`src/hdl/tcci_pkg.sv`:
```
// ----------------------------------------------------------------------------
// tcci_pkg: shared types and constants of the console control interpreter
// Control codes, register indexes, reset values and the attribute and
// result records that pass between the step logic and the top level.
// ----------------------------------------------------------------------------
package tcci_pkg;

    // default screen limits
    localparam int MAX_COLS_DEFAULT = 128;
    localparam int MAX_ROWS_DEFAULT = 64;

    // configuration register indexes (word address)
    localparam logic [1:0] REG_COLUMNS = 2'd0;
    localparam logic [1:0] REG_ROWS    = 2'd1;
    localparam logic [1:0] REG_DIAG    = 2'd2;

    // configuration reset values
    localparam logic [7:0] COLUMNS_RESET = 8'd40;
    localparam logic [6:0] ROWS_RESET    = 7'd30;
    localparam logic [2:0] COLOR_RESET   = 3'd7;

    // first byte that is not a control code
    localparam logic [7:0] CC_LIMIT       = 8'h20;

    // control codes
    localparam logic [7:0] CC_HOME        = 8'h01;
    localparam logic [7:0] CC_BOLD_ON     = 8'h02;
    localparam logic [7:0] CC_ATTR_OFF    = 8'h03;
    localparam logic [7:0] CC_BOLD_OFF    = 8'h04;
    localparam logic [7:0] CC_BLINK_ON    = 8'h05;
    localparam logic [7:0] CC_BLINK_OFF   = 8'h06;
    localparam logic [7:0] CC_BELL        = 8'h07;
    localparam logic [7:0] CC_BACKSPACE   = 8'h08;
    localparam logic [7:0] CC_TAB         = 8'h09;
    localparam logic [7:0] CC_NEWLINE     = 8'h0A;
    localparam logic [7:0] CC_CLEAR       = 8'h0C;
    localparam logic [7:0] CC_RETURN      = 8'h0D;
    localparam logic [7:0] CC_COLOR_FIRST = 8'h0E;
    localparam logic [7:0] CC_COLOR_LAST  = 8'h15;
    localparam logic [7:0] CC_RIGHT       = 8'h16;
    localparam logic [7:0] CC_UP          = 8'h17;
    localparam logic [7:0] CC_DOWN        = 8'h18;
    localparam logic [7:0] CC_CURSOR_ON   = 8'h19;
    localparam logic [7:0] CC_LEFT        = 8'h1A;
    localparam logic [7:0] CC_CURSOR_OFF  = 8'h1D;
    localparam logic [7:0] CC_INVERSE_ON  = 8'h1E;
    localparam logic [7:0] CC_INVERSE_OFF = 8'h1F;

    // text attributes
    typedef struct packed {
        logic       bold;
        logic [2:0] color;
        logic       inverse;
        logic       blink;
        logic       cursor_en;
    } attr_t;

    // one result word
    typedef struct packed {
        logic       write_cell;
        logic [6:0] cell_col;
        logic [5:0] cell_row;
        logic [9:0] cell_code;
        logic [3:0] color_index;
        logic       scroll_up;
        logic       clear_screen;
        logic       ring_bell;
        logic [7:0] cursor_col_out;
        logic [5:0] cursor_row_out;
        logic       cursor_shown;
    } result_t;

endpackage

```
`src/hdl/tcci_step.sv`:
```
// ----------------------------------------------------------------------------
// tcci_step: one console byte against the cursor and attribute state
// Clamps the screen size and cursor, decodes the control codes or forms the
// cell write, and gives the next cursor, the next attributes and the result.
// ----------------------------------------------------------------------------
module tcci_step #(
    parameter int MAX_COLS = tcci_pkg::MAX_COLS_DEFAULT,
    parameter int MAX_ROWS = tcci_pkg::MAX_ROWS_DEFAULT,
    parameter int CW       = $clog2(MAX_COLS + 1),
    parameter int RW       = (MAX_ROWS > 2) ? $clog2(MAX_ROWS) : 1
) (
    input  logic [7:0]      char_code,
    input  logic [7:0]      columns,
    input  logic [6:0]      rows,
    input  logic            diag_mode,
    input  logic [CW-1:0]   cur_col,
    input  logic [RW-1:0]   cur_row,
    input  tcci_pkg::attr_t cur_attr,
    output logic [CW-1:0]   next_col,
    output logic [RW-1:0]   next_row,
    output tcci_pkg::attr_t next_attr,
    output tcci_pkg::result_t result
);

    localparam int NW = $clog2(MAX_ROWS + 1);

    logic [CW-1:0] cols;
    logic [NW-1:0] nrows;
    logic [CW:0]   col_in;
    logic [NW-1:0] row_in;

    // screen size held inside its limits
    always_comb begin
        if (columns == 8'd0) begin
            cols = CW'(1);
        end else if ({1'b0, columns} > 9'(MAX_COLS)) begin
            cols = CW'(MAX_COLS);
        end else begin
            cols = CW'(columns);
        end
        if (rows == 7'd0) begin
            nrows = NW'(1);
        end else if ({2'b00, rows} > 9'(MAX_ROWS)) begin
            nrows = NW'(MAX_ROWS);
        end else begin
            nrows = NW'(rows);
        end
    end

    // cursor pulled back onto the screen
    always_comb begin
        if (NW'(cur_row) >= nrows) begin
            row_in = nrows - NW'(1);
        end else begin
            row_in = NW'(cur_row);
        end
        if (cur_col > cols) begin
            col_in = {1'b0, cols};
        end else begin
            col_in = {1'b0, cur_col};
        end
    end

    // code decode and cell write
    always_comb begin
        logic [CW:0]     col_n;
        logic [NW-1:0]   row_n;
        logic [CW:0]     cols_x;
        logic [CW:0]     tab_col;
        logic            last_row;
        logic            wc;
        logic [CW:0]     wcol;
        logic [NW-1:0]   wrow;
        logic [9:0]      code;
        logic            scr;
        logic            clr;
        logic            bell;
        tcci_pkg::attr_t attr_n;

        col_n    = col_in;
        row_n    = row_in;
        cols_x   = {1'b0, cols};
        tab_col  = (col_in & ~((CW+1)'(7))) + (CW+1)'(8);
        last_row = (row_in + NW'(1)) >= nrows;
        wc       = 1'b0;
        wcol     = '0;
        wrow     = '0;
        code     = '0;
        scr      = 1'b0;
        clr      = 1'b0;
        bell     = 1'b0;
        attr_n   = cur_attr;

        if (!diag_mode && (char_code < tcci_pkg::CC_LIMIT)) begin
            unique case (char_code) inside
                tcci_pkg::CC_HOME: begin
                    col_n = '0;
                    row_n = '0;
                end
                tcci_pkg::CC_BOLD_ON:   attr_n.bold = 1'b1;
                tcci_pkg::CC_ATTR_OFF: begin
                    attr_n.bold    = 1'b0;
                    attr_n.inverse = 1'b0;
                    attr_n.blink   = 1'b0;
                end
                tcci_pkg::CC_BOLD_OFF:  attr_n.bold  = 1'b0;
                tcci_pkg::CC_BLINK_ON:  attr_n.blink = 1'b1;
                tcci_pkg::CC_BLINK_OFF: attr_n.blink = 1'b0;
                tcci_pkg::CC_BELL:      bell = 1'b1;
                tcci_pkg::CC_BACKSPACE: begin
                    if (col_in != '0) begin
                        col_n = col_in - (CW+1)'(1);
                    end else begin
                        col_n = cols_x - (CW+1)'(1);
                        if (row_in != '0) begin
                            row_n = row_in - NW'(1);
                        end
                    end
                end
                tcci_pkg::CC_TAB: begin
                    col_n = tab_col;
                    if (tab_col >= cols_x) begin
                        col_n = '0;
                        if (last_row) begin
                            scr = 1'b1;
                        end else begin
                            row_n = row_in + NW'(1);
                        end
                    end
                end
                tcci_pkg::CC_NEWLINE: begin
                    if (last_row) begin
                        scr = 1'b1;
                    end else begin
                        row_n = row_in + NW'(1);
                    end
                end
                tcci_pkg::CC_CLEAR: begin
                    col_n = '0;
                    row_n = '0;
                    clr   = 1'b1;
                end
                tcci_pkg::CC_RETURN: col_n = '0;
                [tcci_pkg::CC_COLOR_FIRST:tcci_pkg::CC_COLOR_LAST]: begin
                    attr_n.color = 3'(char_code - tcci_pkg::CC_COLOR_FIRST);
                end
                tcci_pkg::CC_RIGHT: begin
                    if ((col_in + (CW+1)'(1)) < cols_x) begin
                        col_n = col_in + (CW+1)'(1);
                    end
                end
                tcci_pkg::CC_UP: begin
                    if (row_in != '0) begin
                        row_n = row_in - NW'(1);
                    end
                end
                tcci_pkg::CC_DOWN: begin
                    if (!last_row) begin
                        row_n = row_in + NW'(1);
                    end
                end
                tcci_pkg::CC_CURSOR_ON: attr_n.cursor_en = 1'b1;
                tcci_pkg::CC_LEFT: begin
                    if (col_in != '0) begin
                        col_n = col_in - (CW+1)'(1);
                    end
                end
                tcci_pkg::CC_CURSOR_OFF:  attr_n.cursor_en = 1'b0;
                tcci_pkg::CC_INVERSE_ON:  attr_n.inverse   = 1'b1;
                tcci_pkg::CC_INVERSE_OFF: attr_n.inverse   = 1'b0;
                default: ;
            endcase
        end else begin
            code = {cur_attr.blink, cur_attr.inverse, char_code};
            wc   = 1'b1;
            if (!diag_mode || (col_in >= cols_x)) begin
                // pending wrap taken first, then write and advance
                if (col_in >= cols_x) begin
                    col_n = '0;
                    if (last_row) begin
                        scr = 1'b1;
                    end else begin
                        row_n = row_in + NW'(1);
                    end
                end
                wcol  = col_n;
                wrow  = row_n;
                col_n = col_n + (CW+1)'(1);
            end else begin
                // diagnostic: write, then wrap straight away
                wcol  = col_in;
                wrow  = row_in;
                col_n = col_in + (CW+1)'(1);
                if (col_n >= cols_x) begin
                    col_n = '0;
                    if (last_row) begin
                        scr = 1'b1;
                        if (row_in != '0) begin
                            wrow = row_in - NW'(1);
                        end else begin
                            wc   = 1'b0;
                            wcol = '0;
                            code = '0;
                        end
                    end else begin
                        row_n = row_in + NW'(1);
                    end
                end
            end
        end

        next_col  = CW'(col_n);
        next_row  = RW'(row_n);
        next_attr = attr_n;

        result.write_cell     = wc;
        result.cell_col       = 7'(wcol);
        result.cell_row       = 6'(wrow);
        result.cell_code      = code;
        result.color_index    = {attr_n.bold, attr_n.color};
        result.scroll_up      = scr;
        result.clear_screen   = clr;
        result.ring_bell      = bell;
        result.cursor_col_out = 8'(col_n);
        result.cursor_row_out = 6'(row_n);
        result.cursor_shown   = attr_n.cursor_en;
    end

endmodule

```
`src/hdl/text_console_control_interpreter.sv`:
```
// ----------------------------------------------------------------------------
// text_console_control_interpreter: console byte to screen commands
// Input register, step logic and result register; one byte per cycle while m_ready stays high.
// ----------------------------------------------------------------------------
// Usage
//   s_ channel: one console byte per word (s_char_code), valid/ready.
//   m_ channel: one result word per byte: cell write, scroll, clear, bell,
//   colour index and the new cursor position and visibility.
//   APB port: columns at 0x0, rows at 0x4, diag_mode at 0x8; write only
//   while no byte is in flight. Reads return the register value.
// Data path and throughput
//   An accepted byte is captured in the input register, passes the step logic
//   and is captured in the result register, from which its result is offered.
//   One byte per cycle is sustained while m_ready stays high; the cursor and
//   attribute registers close their loop through the step logic.
// Reset and stalls
//   Reset empties both registers, sets 40 columns, 30 rows, normal mode,
//   cursor at home and hidden, white text without bold, inverse or blink.
//   When the receiver holds m_ready low the result word waits; one more byte
//   is taken into the input register, then s_ready drops until it moves on.
// ----------------------------------------------------------------------------
module text_console_control_interpreter #(
    parameter int MAX_COLS = tcci_pkg::MAX_COLS_DEFAULT,
    parameter int MAX_ROWS = tcci_pkg::MAX_ROWS_DEFAULT
) (
    input  logic        aclk,
    input  logic        aresetn,
    // configuration port
    input  logic        psel,
    input  logic        penable,
    input  logic        pwrite,
    input  logic [3:0]  paddr,
    input  logic [31:0] pwdata,
    output logic [31:0] prdata,
    output logic        pready,
    // input channel
    input  logic        s_valid,
    output logic        s_ready,
    input  logic [7:0]  s_char_code,
    // result channel
    output logic        m_valid,
    input  logic        m_ready,
    output logic        m_write_cell,
    output logic [6:0]  m_cell_col,
    output logic [5:0]  m_cell_row,
    output logic [9:0]  m_cell_code,
    output logic [3:0]  m_color_index,
    output logic        m_scroll_up,
    output logic        m_clear_screen,
    output logic        m_ring_bell,
    output logic [7:0]  m_cursor_col_out,
    output logic [5:0]  m_cursor_row_out,
    output logic        m_cursor_shown
);

    localparam int CW = $clog2(MAX_COLS + 1);
    localparam int RW = (MAX_ROWS > 2) ? $clog2(MAX_ROWS) : 1;

    logic [7:0]        columns_reg;
    logic [6:0]        rows_reg;
    logic              diag_reg;
    logic              in_valid_reg;
    logic [7:0]        in_char_reg;
    logic              out_valid_reg;
    tcci_pkg::result_t out_res_reg;
    logic [CW-1:0]     col_reg;
    logic [RW-1:0]     row_reg;
    tcci_pkg::attr_t   attr_reg;

    logic              cfg_write;
    logic              step_fire;
    logic [CW-1:0]     col_next;
    logic [RW-1:0]     row_next;
    tcci_pkg::attr_t   attr_next;
    tcci_pkg::result_t res_next;

    // configuration writes
    assign pready    = 1'b1;
    assign cfg_write = psel && penable && pwrite;

    always_ff @(posedge aclk) begin
        if (!aresetn) begin
            columns_reg <= tcci_pkg::COLUMNS_RESET;
            rows_reg    <= tcci_pkg::ROWS_RESET;
            diag_reg    <= 1'b0;
        end else if (cfg_write) begin
            unique case (paddr[3:2])
                tcci_pkg::REG_COLUMNS: columns_reg <= pwdata[7:0];
                tcci_pkg::REG_ROWS:    rows_reg    <= pwdata[6:0];
                tcci_pkg::REG_DIAG:    diag_reg    <= pwdata[0];
                default: ;
            endcase
        end
    end

    // configuration reads
    always_comb begin
        unique case (paddr[3:2])
            tcci_pkg::REG_COLUMNS: prdata = {24'd0, columns_reg};
            tcci_pkg::REG_ROWS:    prdata = {25'd0, rows_reg};
            tcci_pkg::REG_DIAG:    prdata = {31'd0, diag_reg};
            default:               prdata = 32'd0;
        endcase
    end

    // handshake between input register and result register
    assign step_fire = in_valid_reg && (!out_valid_reg || m_ready);
    assign s_ready   = !in_valid_reg || step_fire;

    // input register
    always_ff @(posedge aclk) begin
        if (!aresetn) begin
            in_valid_reg <= 1'b0;
        end else if (s_ready) begin
            in_valid_reg <= s_valid;
        end
    end

    always_ff @(posedge aclk) begin
        if (s_valid && s_ready) begin
            in_char_reg <= s_char_code;
        end
    end

    // step logic
    tcci_step #(
        .MAX_COLS (MAX_COLS),
        .MAX_ROWS (MAX_ROWS),
        .CW       (CW),
        .RW       (RW)
    ) u_step (
        .char_code (in_char_reg),
        .columns   (columns_reg),
        .rows      (rows_reg),
        .diag_mode (diag_reg),
        .cur_col   (col_reg),
        .cur_row   (row_reg),
        .cur_attr  (attr_reg),
        .next_col  (col_next),
        .next_row  (row_next),
        .next_attr (attr_next),
        .result    (res_next)
    );

    // cursor and attribute state
    always_ff @(posedge aclk) begin
        if (!aresetn) begin
            col_reg            <= '0;
            row_reg            <= '0;
            attr_reg.bold      <= 1'b0;
            attr_reg.color     <= tcci_pkg::COLOR_RESET;
            attr_reg.inverse   <= 1'b0;
            attr_reg.blink     <= 1'b0;
            attr_reg.cursor_en <= 1'b0;
        end else if (step_fire) begin
            col_reg  <= col_next;
            row_reg  <= row_next;
            attr_reg <= attr_next;
        end
    end

    // result register
    always_ff @(posedge aclk) begin
        if (!aresetn) begin
            out_valid_reg <= 1'b0;
        end else if (step_fire) begin
            out_valid_reg <= 1'b1;
        end else if (m_ready) begin
            out_valid_reg <= 1'b0;
        end
    end

    always_ff @(posedge aclk) begin
        if (step_fire) begin
            out_res_reg <= res_next;
        end
    end

    // result ports
    assign m_valid          = out_valid_reg;
    assign m_write_cell     = out_res_reg.write_cell;
    assign m_cell_col       = out_res_reg.cell_col;
    assign m_cell_row       = out_res_reg.cell_row;
    assign m_cell_code      = out_res_reg.cell_code;
    assign m_color_index    = out_res_reg.color_index;
    assign m_scroll_up      = out_res_reg.scroll_up;
    assign m_clear_screen   = out_res_reg.clear_screen;
    assign m_ring_bell      = out_res_reg.ring_bell;
    assign m_cursor_col_out = out_res_reg.cursor_col_out;
    assign m_cursor_row_out = out_res_reg.cursor_row_out;
    assign m_cursor_shown   = out_res_reg.cursor_shown;

endmodule
```
`config.mk`:
```
export PLATFORM = sky130hd
export DESIGN_NAME = text_console_control_interpreter
export DESIGN_NICKNAME = d
export VERILOG_FILES = /design/src/hdl/tcci_pkg.sv /design/src/hdl/tcci_step.sv /design/src/hdl/text_console_control_interpreter.sv
export SDC_FILE = /design/constraint.sdc
export NUM_CORES = 1
export LEC_CHECK = 0
export BUFFER_PORTS_ARGS = -buffer_cell sky130_fd_sc_hd__buf_2
export CORE_ASPECT_RATIO = 0.7
export CORE_UTILIZATION = 55
export DETAILED_ROUTE_END_ITERATION = 16
export GPL_TIMING_DRIVEN = 0
export PLACE_DENSITY = 0.86
export SYNTH_ARGS = -nofsm -noshare
export SYNTH_HDL_FRONTEND = slang
export SYNTH_SLANG_ARGS = --single-unit
```
`constraint.sdc`:
```
create_clock -name aclk -period 6.22 [get_ports aclk]
set_clock_uncertainty 0.05 [all_clocks]
set_input_delay 0.311 -clock aclk [delete_from_list [all_inputs] [get_ports aclk]]
set_output_delay 0.311 -clock aclk [all_outputs]
set_load 0.05 [all_outputs]
```
==> results.md, run 1 <==
* Layout Nets at 1,129
* Async set-reset flop share out of synthesis at 0%
* Post-synthesis cell area at 0.00763 mm2
* Initial antenna violation count at 0
* Detail Route Antenna Nets at 0
* Worst-Margin Slew at 0.775 ns
* Largest net degree at the start of global routing at 37
* Die area at 0.0143 mm2
* Num ports at 132
* Max reg flops at 10
* CP Max Fanout at 10
* Ys flop type: edfxtp_1
* First-pass GRT wire length at 36,800 um
* Synth warnings at 0
* EDFF count, synth at 54
* Fillers at 1,096
* First DRT Iteration DRCs at 897
* Die height at 101 um
* Setup TNS at 0 ns
* Vias in the first global route at 6,675
* Total grt overflow at 0
* CP arrival at 6.07 ns
* Yosys cell types at 90
* Min Tclk post-route at 6.03 ns
* Setup ws final at 0.194 ns
* GPL Wtd Cong at 1.02
* Initial core utilization at 57.1%
* Hold crit path type: input pin to register
* Register area share after synthesis at 31.5%
* Final critical-path share of the clock period at 96.9%
* Die X at 143 um
* Vias at 7,521
* TritonCTS clock tree: yes
* CTS Buffer Depth at 2
* Area grow syn2layout at 17.8%
* CP Data Required Time at 6.27 ns
* H-tree levels at 3
* Vias/cell at 6.20
* Dpl hpwl at 18,200 um
* Drt wl/cell at 19.9 um
* CORE AREA at 0.0134 mm2
* Number of synthesized register bits at 93
* Endpoints failing hold at 0
* Post-synthesis instance total at 895
* Fmax at 0.166 GHz
* IO buf count at 79
* Worst skew pair latency at 0.36 ns
* Pwr dens at 187 mW/mm2
* Inserted Clock Buffers at 9
* ANT cells at 0
* # hold bufs at CTS at 0
* Run status: finished clean
* Clk slew on worst S/H paths at 0.08 ns
* Syn avg cell area at 8.52 um2
* Sink Count at 93
* GRT Total Usage at 34.0%
* Rel. slew slack at 48.3%
* Pleak at 3.83 nW
* Remaining DRCs at 0
* Layout cell share with drive strength beyond 1 at 21.7%
* Max IR drop VDD at 130 uV
* Critical Path Start Type: register
* Pre-antenna DRT Iters at 5
* CTS root buf: clkbuf_16
* Setup CP Type: register to register
* Critical path capture point type: register
* Pre-CTS setup slack at -1.14 ns
* Final setup fails at 0
* Max_cap viols at 0
* Placement Rows at 35
* Fin. max-slew vios at 0
* Detailed-route wire length at 24,100 um
==> cells in the final DEF, fill, tap and decap left out, drive strengths merged, types with 10 or more instances in the layout <==
master | synthesis | final
a211oi | 12 | 12
a21oi | 50 | 50
and2 | 19 | 19
and3 | 10 | 10
buf | 39 | 136
clkbuf | 32 | 39
conb | 2 | 25
dfxtp | 39 | 39
edfxtp | 54 | 54
ha | 54 | 54
inv | 33 | 36
mux2i | 36 | 36
nand2 | 81 | 81
nand2b | 12 | 12
nand3 | 30 | 30
nand4 | 13 | 13
nor2 | 91 | 91
nor3 | 29 | 29
o211ai | 10 | 10
o21ai | 62 | 62
o31ai | 11 | 11
or3 | 10 | 10
xnor2 | 28 | 28
xor2 | 11 | 11
==> stage by stage <==
stage               cells  hold slack, ns  utilization [%]  instance area [um2]  total power, W
finish               1214          0.0703             67.3                 8990         0.00168
global route         1214          0.0796             67.3                 8990         0.00173
CTS                  1203          0.0731             65.8                 8780         0.00166
detailed placement   1183           0.405             62.6                 8360         0.00108
global placement     1182           0.396             62.4                 8340         0.00107
floorplan             918           0.360                -                 7710        0.000984
==> synth_stat cells (4+ instances only) <==
master / count / area [um2]
edfxtp_1: 54 / 1620
nand3_1: 30 / 150
a211oi_1: 9 / 67.6
a21o_1: 9 / 67.6
a31oi_1: 9 / 56.3
nand2b_1: 12 / 75.1
buf_4: 28 / 210
o22ai_1: 5 / 31.3
nor2b_1: 9 / 56.3
xnor2_1: 28 / 245
a21oi_1: 45 / 225
or3_1: 10 / 62.6
mux2_2: 6 / 67.6
o31ai_1: 10 / 75.1
nor3b_1: 7 / 52.6
ha_1: 54 / 676
a221oi_1: 4 / 35.0
nand4_1: 12 / 75.1
and2_1: 17 / 106
o2111ai_1: 4 / 35.0
and3_1: 10 / 62.6
o21ai_0: 59 / 295
xor2_1: 11 / 96.3
dfxtp_1: 39 / 781
mux2i_1: 34 / 340
buf_2: 8 / 40.0
clkbuf_1: 32 / 120
nand2_1: 79 / 297
nor3_1: 28 / 140
nor2_1: 89 / 334
o41ai_1: 4 / 35.0
o211ai_1: 10 / 75.1
nor4_1: 7 / 43.8
inv_1: 32 / 120
a21oi_2: 5 / 43.8
==> worst paths after layout <==
kind	to	cells past startpoint	slack, ns	startpoint
hold / removal	in_char_reg[4]	1	0.07	s_char_code[4]
setup / recovery	m_cell_row[3]	24	0.19	columns_reg[4]
hold reg to reg	attr_reg[6]	2	0.42	attr_reg[6]
setup reg to reg	m_cell_row[3]	24	0.19	columns_reg[4]
==> repair_timing <==
item                                    CTS  global route
endpoints found under the setup margin   53            53
resized for setup                        21            29
pin swaps                                 2             9
setup buffers                             5            11
==> report_power, final <==
part / internal [W] / total (W) / switching (W)
combinational: 0.000117 / 0.000401 / 0.000285
clock: 0.000321 / 0.000589 / 0.000268
sequential: 0.000677 / 0.000691 / 0.0000142
total: 0.00111 / 0.00168 / 0.000567
==> worst max-delay path: stages, from the launching register on <==
cell	delay, ns
dfxtp_1	0.56
nor3_4	0.08
nand2_1	0.10
nor2_1	0.05
o21ai_2	0.34
inv_2	0.14
ha_1	0.20
nor2b_1	0.09
o21ai_0	0.11
and4bb_2	0.31
buf_2	0.21
nor3_2	0.27
a21oi_4	0.09
inv_1	0.23
ha_4	0.25
nand4_1	0.16
xnor2_2	0.31
mux2i_4	0.16
ha_1	0.24
o41ai_2	0.46
nand2b_1	0.19
o211ai_1	0.39
nor2_1	0.18
and3_1	0.23
o311a_1	0.33
==> logic make-up after synthesis <==
logic type / synth area share [%]
muxes: 5.71
adders and majority gates: 8.86
and+or+nand+nor: 22.0
buffers and inverters: 6.86
DFF: 31.5
other: 0.0985
AOI/OAI and AO/OA: 20.5
xor gates and xnor gates: 4.48
==> per-layer routing <==
layer  GRT usage [%]  vias to the layer above  share of wire, %
li1                -                     3504                 -
met1            49.2                     3514                45
met2            48.2                      463                41
met3            11.5                       40                13
met4            8.27                        0               1.5
met5               0                        -                 0
==> area by class of cell <==
| cell class | instances | area, um2 | area share (%) |
|---|---|---|---|
| sequential | 93 | 2400 | 26.7 |
| clock buffer | 9 | 225 | 2.51 |
| buffer | 70 | 393 | 4.37 |
| multi-input combinational | 719 | 4970 | 55.3 |
| timing repair buffer | 96 | 536 | 5.96 |
| inverter | 35 | 138 | 1.53 |
| clock inverter | 7 | 86.3 | 0.961 |
| tap | 185 | 231 | 2.58 |
No activity file was read; power rests on OpenSTA's default activity.
==> run 2: changes to the inputs <==
--- a/config.mk
+++ b/config.mk
@@ -9,7 +9,6 @@
 export CORE_ASPECT_RATIO = 0.7
 export CORE_UTILIZATION = 55
 export DETAILED_ROUTE_END_ITERATION = 16
-export GPL_TIMING_DRIVEN = 0
 export PLACE_DENSITY = 0.86
 export SYNTH_ARGS = -nofsm -noshare
 export SYNTH_HDL_FRONTEND = slang
==> run 2 against run 1 <==
Against the previous run:
- sequential power up 1%
- clock-buffer cell count unchanged
- register-to-register slack better by 0.25 ns
- clock power down 3%
- sequential share of layout area up 0.17 points
- worst hold slack better by 0.010 ns
- power down 1.1%
- design area down 0.68%
- global-route usage up 0.10 points
- non-clock buffer count up 1
- sequential cell count unchanged
- worst setup slack better by 0.25 ns
- critical endpoint is now m_cell_col[4]
==> results.md, run 2 (synthesis results as in run 1) <==
* Run status: finished clean
* Remaining DRCs at 0
* CP arrival at 5.83 ns
* Total grt overflow at 0
* Area grow syn2layout at 17.0%
* P_int at 0.00109 W
* Initial core utilization at 57.1%
* Post-CTS Setup Bufs at 0
* GPL Wtd Cong at 1.06
* P_sw at 0.000576 W
* Hold crit path type: input pin to register
* Critical Path Start Type: register
* RSZ-0062 raised after global routing: no
* Die X at 143 um
* Vias at 7,652
* Setup CP Type: register to register
* Worst R2R Setup Slack at 0.44 ns
* CP most frequent cell: o21ai_0
* Fin util at 66.8%
* Num ports at 132
* CP Max Fanout at 7
* Endpoints failing hold at 0
* Clock power frac at 34.5%
* Reg2reg end: m_cell_col[4]
* Layout Nets at 1,130
* Placement Rows at 35
* Fin. max-slew vios at 0
* Crit-path max cell delay at 0.55 ns
* Final setup fails at 0
* Setup TNS at 0 ns
* Vias in the first global route at 6,962
* CORE AREA at 0.0134 mm2
* Pwr dens at 186 mW/mm2
* CTS Buffer Depth at 2
* R2R Path Start: columns_reg[5]
* Worst setup path end: m_cell_col[4]
* Vias/cell at 6.30
* Switching Share at 34.7%
* Combinational power share at 23.5%
* Rel. slew slack at 33.3%
* Layout cell share with drive strength beyond 1 at 21.8%
* Die height at 101 um
* Max IR drop VDD at 143 uV
* GRT Total Usage at 34.1%
* CP max-delay cell: o21ai_0
* Power share of the sequential group at 42.0%
* Worst-Margin Slew at 1.00 ns
* ANT cells at 0
* Detail Route Antenna Nets at 0
* Max reg flops at 10
* Min Tclk post-route at 5.78 ns
* Commonest cells after routing, fill and taps aside: nor2_1 (88), buf_4 (87), buf_2 (80)
* Crit path max-delay family: simple AND/OR/NAND/NOR gates
* Inserted Clock Buffers at 9
* Initial antenna violation count at 0
* Pleak at 3.89 nW
* Worst skew pair latency at 0.35 ns
* IO buf count at 80
* R2r worst-path depth at 25
* Commonest non-fill, non-tap cell in the layout: nor2_1
* CP bufs+invs at 3
* First DRT Iteration DRCs at 1,154
* CP Data Required Time at 6.27 ns
* CTS-repair resized insts at 0
* Critical path capture point type: register
* Final critical-path share of the clock period at 92.9%
* Fillers at 1,115
* Drt wl/cell at 19.5 um
* Detailed-route wire length at 23,700 um
* Sink Count at 93
* Largest net degree at the start of global routing at 61
* Max_cap viols at 0
* H-tree levels at 3
* # hold bufs at CTS at 0
* Worst path depth at 25
* First-pass GRT wire length at 37,600 um
* Pre-antenna DRT Iters at 6
* Clk slew on worst S/H paths at 0.08 ns
* CP startpoint: columns_reg[5]
* Die area at 0.0143 mm2
* Fmax at 0.173 GHz
* TritonCTS clock tree: yes
* Dpl hpwl at 18,200 um
* CTS root buf: clkbuf_16
run 2: cell types whose count changed in the layout (fill, tap and decap cells not counted), sizes merged:
cell and delta:
clkbuf -30, bufinv -1, inv +1, clkinv +2, buf +31, clkinvlp -2
run 2: cell type report:
cell class / count / area (um2) / share of cell area (%)
clock inverter: 7 / 88.8 / 0.995
multi-input combinational: 719 / 4790 / 53.7
clock buffer: 9 / 225 / 2.52
inverter: 35 / 134 / 1.50
sequential: 93 / 2400 / 26.9
tap: 185 / 231 / 2.59
timing repair buffer: 167 / 1050 / 11.8
run 2: metrics by stage:
step	worst slack (ns)	power [W]	cells	hold WS, ns	cell area (um2)
floorplan	0.847	0.000984	918	0.360	7710
global placement	0.805	0.00109	1199	0.394	8610
detailed placement	0.759	0.00109	1199	0.401	8610
CTS	0.723	0.00165	1215	0.0771	8920
global route	0.0106	0.00171	1215	0.0790	8920
finish	0.441	0.00166	1215	0.0803	8920
run 2: how the worst min path moves through the flow:
| stage | from | end | depth (start not counted) |
|---|---|---|---|
| 2_1_floorplan | s_char_code[0] | in_char_reg[0] | 0 |
| 3_3_place_gp | attr_reg[6] | attr_reg[6] | 2 |
| 3_5_place_dp | attr_reg[6] | attr_reg[6] | 2 |
| 4_1_cts | s_char_code[4] | in_char_reg[4] | 1 |
| 5_1_grt | s_char_code[1] | in_char_reg[1] | 1 |
| 6_report | s_char_code[4] | in_char_reg[4] | 1 |
run 2: layer usage:
layer | share of wire, % | vias to the layer above | global-route usage [%]
li1 | - | 3507 | -
met1 | 44 | 3573 | 50.0
met2 | 41 | 523 | 50.1
met3 | 13 | 49 | 7.98
met4 | 1.8 | 0 | 8.85
met5 | 0 | - | 0
run 2: power by group through the flow:
stage	combinational [W]	sequential, W	clock [W]
finish	0.000391	0.000698	0.000573
global route	0.000415	0.000701	0.000598
CTS	0.000381	0.000697	0.000574
detailed placement	0.000378	0.000711	0
global placement	0.000375	0.000710	0
floorplan	0.000232	0.000752	0
